**src/sv/kclc_pkg.sv**
```systemverilog
package kclc_pkg;

  // Code length and the counter/index widths derived from it
  localparam int CODE_DIGITS = 4;
  localparam int CNT_W       = $clog2(CODE_DIGITS + 1);
  localparam int IDX_W       = (CODE_DIGITS > 1) ? $clog2(CODE_DIGITS) : 1;

  // Fixed field widths
  localparam int SAMPLE_W = 12;
  localparam int TIMER_W  = 16;
  localparam int CHAR_W   = 8;
  localparam int DIGIT_W  = 3;
  localparam int STATE_W  = 3;
  localparam int COUNT_W  = 3;
  localparam int POS_W    = 2;
  localparam int REQ_W    = 2;
  localparam int IN_W     = 24;
  localparam int OUT_W    = 24;
  localparam int CFG_IDX_W  = 3;
  localparam int CFG_DATA_W = 16;

  // Configuration reset values
  localparam logic [TIMER_W-1:0]  ENTRY_TIMEOUT_RST = 16'd50000;
  localparam logic [TIMER_W-1:0]  LONG_PRESS_RST    = 16'd20000;
  localparam logic [SAMPLE_W-1:0] THRESH_RIGHT_RST  = 12'd50;
  localparam logic [SAMPLE_W-1:0] THRESH_UP_RST     = 12'd500;
  localparam logic [SAMPLE_W-1:0] THRESH_DOWN_RST   = 12'd1100;
  localparam logic [SAMPLE_W-1:0] THRESH_LEFT_RST   = 12'd1600;
  localparam logic [SAMPLE_W-1:0] THRESH_SELECT_RST = 12'd2500;

  localparam logic [TIMER_W-1:0] TIMER_MAX = '1;

  // Setup characters accepted as master digits
  localparam logic [CHAR_W-1:0] CHAR_FIRST = 8'h30;
  localparam logic [CHAR_W-1:0] CHAR_LAST  = 8'h34;

  // Decoded ladder buttons
  localparam logic [DIGIT_W-1:0] KEY_SELECT = 3'd0;
  localparam logic [DIGIT_W-1:0] KEY_LEFT   = 3'd1;
  localparam logic [DIGIT_W-1:0] KEY_UP     = 3'd2;
  localparam logic [DIGIT_W-1:0] KEY_DOWN   = 3'd3;
  localparam logic [DIGIT_W-1:0] KEY_RIGHT  = 3'd4;
  localparam logic [DIGIT_W-1:0] KEY_NONE   = 3'd5;

  typedef enum logic [STATE_W-1:0] {
    MODE_SETUP    = 3'd0,
    MODE_IDLE     = 3'd1,
    MODE_ENTERING = 3'd2,
    MODE_UNLOCKED = 3'd3,
    MODE_ERROR    = 3'd4,
    MODE_TIMEOUT  = 3'd5
  } mode_e;

  typedef enum logic [REQ_W-1:0] {
    REQ_TICK  = 2'd0,
    REQ_POLL  = 2'd1,
    REQ_SETUP = 2'd2
  } req_e;

  typedef enum logic [CFG_IDX_W-1:0] {
    CFG_ENTRY_TIMEOUT = 3'd0,
    CFG_LONG_PRESS    = 3'd1,
    CFG_THRESH_RIGHT  = 3'd2,
    CFG_THRESH_UP     = 3'd3,
    CFG_THRESH_DOWN   = 3'd4,
    CFG_THRESH_LEFT   = 3'd5,
    CFG_THRESH_SELECT = 3'd6
  } cfg_idx_e;

  // One result item
  typedef struct packed {
    logic [STATE_W-1:0] lock_state;
    logic [COUNT_W-1:0] digits_entered;
    logic               star_valid;
    logic [POS_W-1:0]   star_position;
    logic               echo_valid;
    logic [CHAR_W-1:0]  echo_char;
    logic               code_set;
  } result_t;

endpackage

```
**src/sv/keypad_code_lock_controller_core.sv**
```systemverilog
// Keypad code lock controller.
// The result of an item is written to the output register when the item is accepted.
// Throughput: one item per cycle; the state update is a single pass of logic from the
// state registers to the result register, and the input stalls only while a result waits.
// Reset: asynchronous, active low; the lock starts in setup mode with default
// configuration, and the master and entered digits stay unknown until written.
module keypad_code_lock_controller_core (
  input  logic                           clk_i,
  input  logic                           rst_ni,
  // Input stream
  input  logic                           s_axis_tvalid_i,
  output logic                           s_axis_tready_o,
  // [11:0] ladder_sample, [12] reset_button_level, [20:13] setup_char, [23:21] zero
  input  logic [kclc_pkg::IN_W-1:0]      s_axis_tdata_i,
  // [1:0] req_type
  input  logic [kclc_pkg::REQ_W-1:0]     s_axis_tuser_i,
  // Result stream
  output logic                           m_axis_tvalid_o,
  input  logic                           m_axis_tready_i,
  // [2:0] lock_state, [5:3] digits_entered, [6] star_valid, [8:7] star_position,
  // [9] echo_valid, [17:10] echo_char, [18] code_set, [23:19] zero
  output logic [kclc_pkg::OUT_W-1:0]     m_axis_tdata_o,
  // Configuration write channel
  input  logic                           cfg_valid_i,
  output logic                           cfg_ready_o,
  input  logic [kclc_pkg::CFG_IDX_W-1:0] cfg_index_i,
  input  logic [kclc_pkg::CFG_DATA_W-1:0] cfg_data_i
);
  import kclc_pkg::*;

  // Configuration registers
  logic [TIMER_W-1:0]  entry_timeout_q, long_press_q;
  logic [SAMPLE_W-1:0] thresh_right_q, thresh_up_q, thresh_down_q;
  logic [SAMPLE_W-1:0] thresh_left_q, thresh_select_q;

  // Lock state
  mode_e              mode_q, mode_d;
  logic [CNT_W-1:0]   setup_count_q, setup_count_d;
  logic [CNT_W-1:0]   entry_count_q, entry_count_d;
  logic [TIMER_W-1:0] entry_timer_q, entry_timer_d;
  logic [DIGIT_W-1:0] prev_button_q, prev_button_d;
  logic               hold_armed_q, hold_armed_d;
  logic [TIMER_W-1:0] hold_timer_q, hold_timer_d;
  logic [DIGIT_W-1:0] master_q  [CODE_DIGITS];
  logic [DIGIT_W-1:0] entered_q [CODE_DIGITS];

  // Result register
  logic    out_valid_q;
  result_t out_q, result_d;

  // Input fields
  req_e                req;
  logic [SAMPLE_W-1:0] sample;
  logic                level;
  logic [CHAR_W-1:0]   setup_char;
  logic                in_fire, cfg_fire;

  // Decisions of the current item
  logic [DIGIT_W-1:0] btn;
  logic               press;
  logic               digit_wr, master_wr;
  logic [IDX_W-1:0]   digit_idx, master_idx;
  logic               codes_match;
  logic               echo_v, code_set_v;

  assign req        = req_e'(s_axis_tuser_i);
  assign sample     = s_axis_tdata_i[11:0];
  assign level      = s_axis_tdata_i[12];
  assign setup_char = s_axis_tdata_i[20:13];

  assign s_axis_tready_o = !out_valid_q || m_axis_tready_i;
  assign in_fire         = s_axis_tvalid_i && s_axis_tready_o;
  assign cfg_ready_o     = 1'b1;
  assign cfg_fire        = cfg_valid_i;

  // Ladder decode against the threshold chain
  always_comb begin
    if (sample < thresh_right_q) begin
      btn = KEY_RIGHT;
    end else if (sample < thresh_up_q) begin
      btn = KEY_UP;
    end else if (sample < thresh_down_q) begin
      btn = KEY_DOWN;
    end else if (sample < thresh_left_q) begin
      btn = KEY_LEFT;
    end else if (sample < thresh_select_q) begin
      btn = KEY_SELECT;
    end else begin
      btn = KEY_NONE;
    end
  end

  assign press = (btn != KEY_NONE) && (prev_button_q == KEY_NONE);

  // Entry restarts at position zero on the first press from idle
  assign digit_idx  = (mode_q == MODE_IDLE) ? '0 : entry_count_q[IDX_W-1:0];
  assign master_idx = setup_count_q[IDX_W-1:0];

  // Compare entry with the master code, the digit being written included
  always_comb begin
    logic [DIGIT_W-1:0] cand;
    codes_match = 1'b1;
    for (int i = 0; i < CODE_DIGITS; i++) begin
      cand = (IDX_W'(i) == digit_idx) ? btn : entered_q[i];
      if (cand != master_q[i]) codes_match = 1'b0;
    end
  end

  // Next state
  always_comb begin
    mode_d        = mode_q;
    setup_count_d = setup_count_q;
    entry_count_d = entry_count_q;
    entry_timer_d = entry_timer_q;
    prev_button_d = prev_button_q;
    hold_armed_d  = hold_armed_q;
    hold_timer_d  = hold_timer_q;
    digit_wr      = 1'b0;
    master_wr     = 1'b0;
    echo_v        = 1'b0;
    code_set_v    = 1'b0;
    unique case (req)
      REQ_TICK: begin
        if (mode_q == MODE_ENTERING) begin
          if (entry_timer_q >= entry_timeout_q) begin
            mode_d = MODE_TIMEOUT;
          end else if (entry_timer_q != TIMER_MAX) begin
            entry_timer_d = entry_timer_q + 1'b1;
          end
        end
        if (hold_armed_q && hold_timer_q != TIMER_MAX) begin
          hold_timer_d = hold_timer_q + 1'b1;
        end
      end
      REQ_POLL: begin
        if (press) begin
          if (mode_q == MODE_ERROR || mode_q == MODE_TIMEOUT) begin
            mode_d        = MODE_IDLE;
            entry_count_d = '0;
          end else if (mode_q == MODE_IDLE || mode_q == MODE_ENTERING) begin
            if (mode_q == MODE_IDLE) begin
              mode_d        = MODE_ENTERING;
              entry_timer_d = '0;
              entry_count_d = '0;
            end
            if (mode_q == MODE_IDLE || entry_count_q < CNT_W'(CODE_DIGITS)) begin
              digit_wr      = 1'b1;
              entry_count_d = CNT_W'(digit_idx) + 1'b1;
              if (CNT_W'(digit_idx) == CNT_W'(CODE_DIGITS - 1)) begin
                mode_d = codes_match ? MODE_UNLOCKED : MODE_ERROR;
              end
            end
          end
        end
        prev_button_d = btn;
        // Long-press reset, evaluated after the button
        if (level) begin
          if (!hold_armed_q) begin
            hold_armed_d = 1'b1;
            hold_timer_d = '0;
          end else if (hold_timer_q > long_press_q) begin
            if (mode_q != MODE_SETUP) begin
              mode_d        = MODE_IDLE;
              entry_count_d = '0;
            end
            hold_armed_d = 1'b0;
          end
        end else begin
          hold_armed_d = 1'b0;
        end
      end
      REQ_SETUP: begin
        if (mode_q == MODE_SETUP && setup_char >= CHAR_FIRST && setup_char <= CHAR_LAST &&
            setup_count_q < CNT_W'(CODE_DIGITS)) begin
          master_wr     = 1'b1;
          echo_v        = 1'b1;
          setup_count_d = setup_count_q + 1'b1;
          if (setup_count_q == CNT_W'(CODE_DIGITS - 1)) begin
            entry_count_d = '0;
            mode_d        = MODE_IDLE;
            code_set_v    = 1'b1;
          end
        end
      end
      default: begin
      end
    endcase
  end

  // Result fields
  always_comb begin
    result_d.lock_state     = mode_d;
    result_d.digits_entered = COUNT_W'(entry_count_d);
    result_d.star_valid     = digit_wr;
    result_d.star_position  = digit_wr ? POS_W'(digit_idx) : '0;
    result_d.echo_valid     = echo_v;
    result_d.echo_char      = echo_v ? setup_char : '0;
    result_d.code_set       = code_set_v;
  end

  // Configuration registers
  always_ff @(posedge clk_i or negedge rst_ni) begin
    if (!rst_ni) begin
      entry_timeout_q <= ENTRY_TIMEOUT_RST;
      long_press_q    <= LONG_PRESS_RST;
      thresh_right_q  <= THRESH_RIGHT_RST;
      thresh_up_q     <= THRESH_UP_RST;
      thresh_down_q   <= THRESH_DOWN_RST;
      thresh_left_q   <= THRESH_LEFT_RST;
      thresh_select_q <= THRESH_SELECT_RST;
    end else if (cfg_fire) begin
      unique case (cfg_idx_e'(cfg_index_i))
        CFG_ENTRY_TIMEOUT: entry_timeout_q <= cfg_data_i;
        CFG_LONG_PRESS:    long_press_q    <= cfg_data_i;
        CFG_THRESH_RIGHT:  thresh_right_q  <= cfg_data_i[SAMPLE_W-1:0];
        CFG_THRESH_UP:     thresh_up_q     <= cfg_data_i[SAMPLE_W-1:0];
        CFG_THRESH_DOWN:   thresh_down_q   <= cfg_data_i[SAMPLE_W-1:0];
        CFG_THRESH_LEFT:   thresh_left_q   <= cfg_data_i[SAMPLE_W-1:0];
        CFG_THRESH_SELECT: thresh_select_q <= cfg_data_i[SAMPLE_W-1:0];
        default: begin
        end
      endcase
    end
  end

  // State registers
  always_ff @(posedge clk_i or negedge rst_ni) begin
    if (!rst_ni) begin
      mode_q        <= MODE_SETUP;
      setup_count_q <= '0;
      entry_count_q <= '0;
      entry_timer_q <= '0;
      prev_button_q <= KEY_NONE;
      hold_armed_q  <= 1'b0;
      hold_timer_q  <= '0;
    end else if (in_fire) begin
      mode_q        <= mode_d;
      setup_count_q <= setup_count_d;
      entry_count_q <= entry_count_d;
      entry_timer_q <= entry_timer_d;
      prev_button_q <= prev_button_d;
      hold_armed_q  <= hold_armed_d;
      hold_timer_q  <= hold_timer_d;
    end
  end

  // Digit stores, no reset
  always_ff @(posedge clk_i) begin
    if (in_fire && digit_wr) entered_q[digit_idx] <= btn;
    if (in_fire && master_wr) master_q[master_idx] <= setup_char[DIGIT_W-1:0];
  end

  // Result register
  always_ff @(posedge clk_i or negedge rst_ni) begin
    if (!rst_ni) begin
      out_valid_q <= 1'b0;
    end else if (s_axis_tready_o) begin
      out_valid_q <= s_axis_tvalid_i;
    end
  end

  always_ff @(posedge clk_i) begin
    if (in_fire) out_q <= result_d;
  end

  assign m_axis_tvalid_o = out_valid_q;
  assign m_axis_tdata_o  = {(OUT_W - $bits(result_t))'(0),
                            out_q.code_set, out_q.echo_char, out_q.echo_valid,
                            out_q.star_position, out_q.star_valid,
                            out_q.digits_entered, out_q.lock_state};

  // Completing the master code always leaves the lock idle with no digits
  a_code_set_idle: assert property (@(posedge clk_i) disable iff (!rst_ni)
    out_valid_q && out_q.code_set |->
      out_q.lock_state == MODE_IDLE && out_q.digits_entered == '0)
    else $error("code_set without idle state");

  // Digit count never passes the code length
  a_count_bound: assert property (@(posedge clk_i) disable iff (!rst_ni)
    entry_count_q <= CNT_W'(CODE_DIGITS) && setup_count_q <= CNT_W'(CODE_DIGITS))
    else $error("digit count out of range");

  // Setup is left only once the full master code is stored
  a_setup_done: assert property (@(posedge clk_i) disable iff (!rst_ni)
    mode_q != MODE_SETUP |-> setup_count_q == CNT_W'(CODE_DIGITS))
    else $error("left setup with incomplete master code");

  // A digit write is always reported as a star result, never mixed with an echo
  a_star_mode: assert property (@(posedge clk_i) disable iff (!rst_ni)
    in_fire && digit_wr |=> out_q.star_valid && !out_q.echo_valid)
    else $error("star result lost or mixed with echo");

endmodule

```
**config.mk**
```make
export PLATFORM = sky130hd
export DESIGN_NAME = keypad_code_lock_controller_core
export DESIGN_NICKNAME = d
export VERILOG_FILES = /design/src/sv/kclc_pkg.sv /design/src/sv/keypad_code_lock_controller_core.sv
export SDC_FILE = /design/constraint.sdc
export NUM_CORES = 1
export LEC_CHECK = 0
export BUFFER_PORTS_ARGS = -buffer_cell sky130_fd_sc_hd__buf_2
export CAP_MARGIN = 30
export CORE_MARGIN = 2
export CORE_UTILIZATION = 46
export CTS_BUF_LIST = sky130_fd_sc_hd__clkbuf_4 sky130_fd_sc_hd__clkbuf_8
export CTS_CLUSTER_DIAMETER = 100
export CTS_CLUSTER_SIZE = 40
export DETAILED_ROUTE_END_ITERATION = 12
export MAX_ROUTING_LAYER = met4
export PLACE_DENSITY = 0.7
export SYNTH_ARGS = -nofsm -noshare
export SYNTH_HDL_FRONTEND = slang
export SYNTH_SLANG_ARGS = --single-unit
```
**constraint.sdc**
```tcl
create_clock -name clk_i -period 5.81 [get_ports clk_i]
set_clock_uncertainty 0.2 [all_clocks]
set_input_delay 0.8715 -clock clk_i [delete_from_list [all_inputs] [get_ports clk_i]]
set_output_delay 0.8715 -clock clk_i [all_outputs]
set_load 0.01 [all_outputs]
```
==> out/metrics.yaml, run 1 <==
antenna_found_initial: 0
critPathMostFrequentCell: "nand2b_1"
drc: 0
grt_overflow: 0
synthTopCellsByCount: "nand2_1, inv_1, dfrtp_1, ha_1, o21ai_0"
fin_nets: 1270
use_met1_pct: 26.0
critPathMaxFanout: 14
n_antenna_cell: 0
crit_type: "reg2reg"
slew_headroom_pct: 36.9
grt_pass1_vias: 7389
synth.most_common_cell: "nand2_1"
die_h_um: 154
crit_chain: "nand2b_1 > nand2b_1 > nand2_1 > inv_1 > ha_1 > a222oi_1 > and3_1 > nand3_1 > a32oi_1 > o211ai_1 > nor4_4 > o32ai_1 > mux2_2"
drv_cap: 0
end_kind: "register"
holdWs_ps: 212
synth_edf_count: 43
p_leak_nw: 5.22
regArea_um2: 4790
timing.final.crit_period_ps: 4110
antenna_left: 0
netlist_area_um2: 10300
rsz0062_at_grt: "no"
ys.flop_type: "dfrtp_1"
setup_tns_ps: 0
viasPerCell: 5.43
clock_sinks: 181
met3_usage_pct: 3.16
coreArea_um2: 22000
multi_input_area_um2: 5000
p_per_area_nw_per_um2: 295
hold_viol: 0
root_buffer: "clkbuf_8"
crit_path_max_incr_delay_ps: 550
status: "finished clean"
worstPathRequired_ps: 5830
routed-via-count: 7655
wirelength_mm: 21.6
ys_warn_count: 0
cp-start-kind: "register"
cts_hold_buf: 0
initial_core_util_pct: 47.0
area_delta_synth_final_pct: 10.3
cp.buffers_inverters: 1
cts_tree: "built"
avgSynthCellArea_um2: 9.82
synth_largest_area_cell: "dfrtp_1"
grt_usage_pct: 19.9
fmax_ghz: 0.243
nFillCells: 1969
place_hpwl_mm: 16.0
use_met2_pct: 32.6
grt_busiest_layer: "met2"
clk_path_buf_depth: 2
die_w_um: 154
setup_viol: 0
htreeDepth: 4
ys_types: 66
post-route-period-util_pct: 70.8
ir_worst_vdd_mv: 0.162
top_level_ports: 77
gp_congestion: 0.884
die_area_um2: 23700
worst_pin_slew_ps: 946
drtPass1Iterations: 5
port_buffers: 67
grt_max_degree: 95
cts_setup_buffers: 0
synth_cells: 1052
num_rows: 54
drive_gt1_share_pct: 18.1
path_clk_slew_ps: 90
drv_slew: 0
numCtsBuffers: 17
drtIter0Drc: 447
worstSkewPairLatency_ps: 470
ys_async_sr_fraction_pct: 76.2
wl_per_cell_um: 15.3
hp-class: "in2async"
synth_area_leaders: "dfrtp_1, edfxtp_1, ha_1"
crit_family: "simple AND/OR/NAND/NOR gates"
worst_path_max_delay_cell: "a222oi_1"
synth_seq_cells: 181
arrival_ps: 4130
cts_resized: 0
synth.top_cell.area_share_pct: 25.2
seq_area_frac_synth_pct: 46.4
grt_first_pass_wirelength_mm: 36.7
-- sequential cells by signal (all words and copies together) (netlist names) --
register,cells
mode_q,3
thresh_right_q,12
hold_armed_q,1
thresh_select_q,12
setup_count_q,3
thresh_left_q,12
m_axis_tvalid_o,1
entry_timer_q,16
long_press_q,16
thresh_up_q,12
entry_timeout_q,16
master_q,12
entered_q,12
prev_button_q,3
hold_timer_q,16
m_axis_tdata_o,19
entry_count_q,3
thresh_down_q,12
-- layout make-up --
cell class	count	area share, %
Tap cell	280	3.08
Inverter	113	3.73
Clock inverter	15	1.59
Sequential cell	181	42.0
Multi-Input combinational cell	729	43.9
Timing Repair Buffer	76	3.59
Clock buffer	17	2.06
-- layer usage --
| layer | up-vias | share of wire, % |
|---|---|---|
| met2 | 157 | 48 |
| met4 | 0 | 1.6 |
| met3 | 26 | 3.6 |
| met1 | 3674 | 47 |
| li1 | 3798 | - |
| met5 | - | 0 |
-- worst reg2reg max path, delay by kind of cell (launching register included) --
kind | cells | cell delay [ps]
AOI/OAI and AO/OA | 4 | 1050
adders and majority gates | 1 | 350
buffers and inverters | 1 | 100
DFF | 1 | 530
muxes | 1 | 290
and+or+nand+nor | 6 | 1350
-- logic make-up (layout without fill, tap and decap cells) --
| kind of cell | Yosys count | count (layout) | share of synthesized area [%] |
|---|---|---|---|
| xor+xnor | 26 | 26 | 2.21 |
| mux | 51 | 51 | 5.54 |
| other cells | 2 | 9 | 0.0727 |
| compound gates | 220 | 220 | 12.9 |
| flops | 181 | 181 | 46.4 |
| fa+ha+maj | 102 | 102 | 12.4 |
| simple gates | 321 | 321 | 14.8 |
| buf+inv | 149 | 221 | 5.68 |
-- where the power goes --
part	leakage, nW	switching (W)	internal (W)	total [W]
clock	0.206	0.000504	0.000403	0.000907
combinational	3.01	0.000477	0.000353	0.000830
sequential	2.00	0.0000953	0.00153	0.00162
total	5.22	0.00108	0.00228	0.00336
-- placed cells by master (no fill, tap or decap), types with 12 or more instances in the layout --
cell	Yosys	routed
nor2_1	54	54
inv_1	112	112
a21o_1	19	19
xnor2_1	19	19
nor3_1	24	22
buf_2	4	66
dfstp_2	34	34
nand4_1	16	16
nor2b_1	12	12
ha_1	102	102
nand3_1	21	21
nand2_1	133	133
clkbuf_8	0	17
edfxtp_1	43	43
o21ai_0	87	87
dfrtp_1	104	104
mux2_2	49	49
a21oi_1	44	44
-- worst paths after layout --
kind	start	to	slack [ps]	cells after the start
worst max-delay path	mode_q[1]	m_axis_tdata_o[2]	1700	13
min in group clk_i	setup_count_q[2]	setup_count_q[2]	300	2
worst min register to register	setup_count_q[2]	setup_count_q[2]	300	2
max in group asynchronous	rst_ni	thresh_select_q[2]	3980	2
worst max register to register	mode_q[1]	m_axis_tdata_o[2]	1700	13
worst min-delay path	rst_ni	setup_count_q[0]	210	1
-- per-stage QoR --
step / total power (W) / utilization [%] / instances / area (um2) / setup WS, ps
final: 0.00336 / 51.8 / 1411 / 11400 / 1700
after global routing: 0.00360 / 51.8 / 1411 / 11400 / 1480
after CTS: 0.00339 / 51.8 / 1411 / 11400 / 1760
after detailed placement: 0.00248 / 50.0 / 1379 / 11000 / 1290
after global placement: 0.00243 / 50.0 / 1379 / 11000 / 1380
after floorplan: 0.00223 / - / 1059 / 10400 / 2220
Power figures use the tool's default switching activity.
==> inputs of run 2 (changes only) <==
clock period = 4.15 ns   (was 5.81 ns; I/O delays follow)
==> run 2 against run 1 <==
Effect of this change:
- combinational power up 46%
- wire length grew 3.5%
- first-iteration DRC count fell by 17%
- critical path type unchanged
- critical endpoint unchanged
- largest power group unchanged
- highest routed layer unchanged
==> out/metrics.yaml, run 2 (synthesis results as in run 1) <==
worstSkewPairLatency_ps: 480  # about the same
combPwrFrac_pct: 25.0  # +0.3 points
cp-startpoint: "mode_q[1]"
area_delta_synth_final_pct: 11.8
die_area_um2: 23700  # unchanged
post-route-period-util_pct: 90.3  # +20 points
slew_headroom_pct: 36.7  # -0.20 points
worstPathRequired_ps: 4170  # -1660 ps
drv_cap: 0  # unchanged
initial_core_util_pct: 47.0  # unchanged
grt_pass1_vias: 7547  # +2.1%
cp-start-kind: "register"
dp_cells: 1389  # +0.73%
crit_type: "reg2reg"
htreeDepth: 4  # unchanged
place_hpwl_mm: 16.4  # +2.3%
clkPwrFrac_pct: 28.2  # +1.2 points
cts_tree: "built"
wirelength_mm: 22.4  # +3.5%
crit_chain: "nand2b_1 > nand2b_1 > nand2_1 > inv_1 > ha_1 > a222oi_1 > and3_1 > nand3_1 > a32oi_1 > o211ai_1 > nor4_4 > o32ai_1 > mux2_2"
arrival_ps: 3770  # -360 ps
layout_setup_ws_ps: 402  # -1300 ps
p_leak_nw: 5.31  # +1.8%
port_buffers: 67  # unchanged
end_kind: "register"
layout_common_cells: "nand2_1, inv_1, dfrtp_1"
grt_usage_pct: 20.6  # +0.69 points
crit_path_max_incr_delay_ps: 470  # -80 ps
antenna_left: 0  # unchanged
fin_nets: 1281  # +0.87%
antenna_found_initial: 0  # unchanged
setup_viol: 0  # unchanged
holdWs_ps: 159  # -52.6 ps
crit_family: "simple AND/OR/NAND/NOR gates"
fmax_ghz: 0.267  # +9.7%
clock_sinks: 181  # unchanged
wl_per_cell_um: 15.7  # +2.6%
setup_tns_ps: 0  # unchanged
drive_gt1_share_pct: 18.8  # +0.70 points
die_h_um: 154  # unchanged
timing.final.crit_period_ps: 3750  # -364 ps
rsz0062_at_grt: "no"
worst_path_max_delay_cell: "a222oi_1"
grt_first_pass_wirelength_mm: 37.8  # +3.1%
p_per_area_nw_per_um2: 418  # +42%
pre_cts_ws_ps: 172  # -1110 ps
critPathMaxFanout: 8  # -6
coreArea_um2: 22000  # unchanged
drv_slew: 0  # unchanged
p_sw_share_pct: 30.2  # -1.8 points
drtIter0Drc: 372  # -17%
fin_cells: 1423  # +0.85%
hold_viol: 0  # unchanged
net-switching-power_w: 0.00146  # +36%
drtPass1Iterations: 5  # unchanged
grt_max_degree: 57  # -40%
largest_reg_flops: 19  # unchanged
grt_overflow: 0  # unchanged
top_level_ports: 77  # unchanged
num_rows: 54  # unchanged
p_int_w: 0.00337  # +48%
cts_resized: 0  # unchanged
clk_path_buf_depth: 2  # unchanged
hp-class: "in2reg"
final_common_cell: "nand2_1"
numCtsBuffers: 17  # unchanged
ir_worst_vdd_mv: 0.233  # +43%
pwr-share-seq_pct: 46.8  # -1.5 points
gp_congestion: 0.871  # -1.4%
drc: 0  # unchanged
status: "finished clean"
root_buffer: "clkbuf_8"
worst_pin_slew_ps: 946  # -0.445 ps
min_from: "s_axis_tvalid_i"
cp.buffers_inverters: 1  # unchanged
die_w_um: 154  # unchanged
critPathMostFrequentCell: "nand2b_1"
viasPerCell: 5.37  # -1.0%
rr_startpoint: "mode_q[1]"
path_clk_slew_ps: 90  # about the same
routed-via-count: 7643  # -0.16%
-- run 2: changes by cell type in the layout (fill, tap and decap cells not counted), sizes merged --
cell	previous run	this run
inv	122	116
clkbuf	17	21
clkinv	2	3
dlygate4sd3	0	1
bufinv	2	4
clkinvlp	2	1
buf	76	86
diode	0	1
-- run 2: per-stage QoR --
stage                     util (%)  power, W  area, um2
final                         52.6   0.00483      11500
after global routing          52.6   0.00515      11500
after CTS                     52.6   0.00487      11500
after detailed placement      50.4   0.00350      11100
after global placement        50.3   0.00343      11000
after floorplan                  -   0.00312      10400
-- run 2: layout make-up --
type | count | area (um2)
timing repair buffer | 87 | 527
clock inverter | 11 | 170
tap | 280 | 350
inverter | 113 | 424
sequential | 181 | 4790
antenna | 1 | 2.50
clock buffer | 21 | 283
fill | 1957 | 10400
multi-input combinational | 729 | 5000
-- run 2: final timing paths --
| kind | end | slack [ps] | depth (start not counted) |
|---|---|---|---|
| setup / recovery | m_axis_tdata_o[2] | 400 | 13 |
| hold reg to reg | thresh_up_q[11] | 310 | 1 |
| max in group asynchronous | entry_timeout_q[9] | 2270 | 4 |
| min in group asynchronous | thresh_right_q[10] | 480 | 2 |
| setup reg to reg | m_axis_tdata_o[2] | 400 | 13 |
| hold / removal | m_axis_tvalid_o | 160 | 2 |
-- run 2: worst reg2reg max path, stage by stage, from the launching register on --
cell      delay [ps]
dfrtp_1          380
nand2b_1         190
nand2b_1         180
nand2_1          130
inv_1             80
ha_1             280
a222oi_1         470
and3_1           240
nand3_1           80
a32oi_1          180
o211ai_1         170
nor4_4           450
o32ai_1          190
mux2_2           280
-- run 2: power by group through the flow --
stage | combinational (W) | clock [W] | sequential, W
final | 0.00121 | 0.00136 | 0.00226
after global routing | 0.00140 | 0.00145 | 0.00229
after CTS | 0.00122 | 0.00139 | 0.00226
after detailed placement | 0.00120 | 0 | 0.00230
after global placement | 0.00115 | 0 | 0.00228
after floorplan | 0.000861 | 0 | 0.00226
-- run 2: layer usage --
layer  up-vias  track usage, %  part of all wire [%]  routed length (um)
met5         -               -                     0                   0
met4         0            6.23                   1.9                 418
li1       3807               -                     -                   -
met1      3676            26.1                    46               10300
met3        34            3.27                   2.9                 654
met2       126            34.4                    49               11000
-- run 2: repair_timing --
item / 4_1_cts / 5_1_grt
hold buffers: 1 / 0
buffers inserted: 0 / 0
endpoints found under the hold margin: 39 / 0
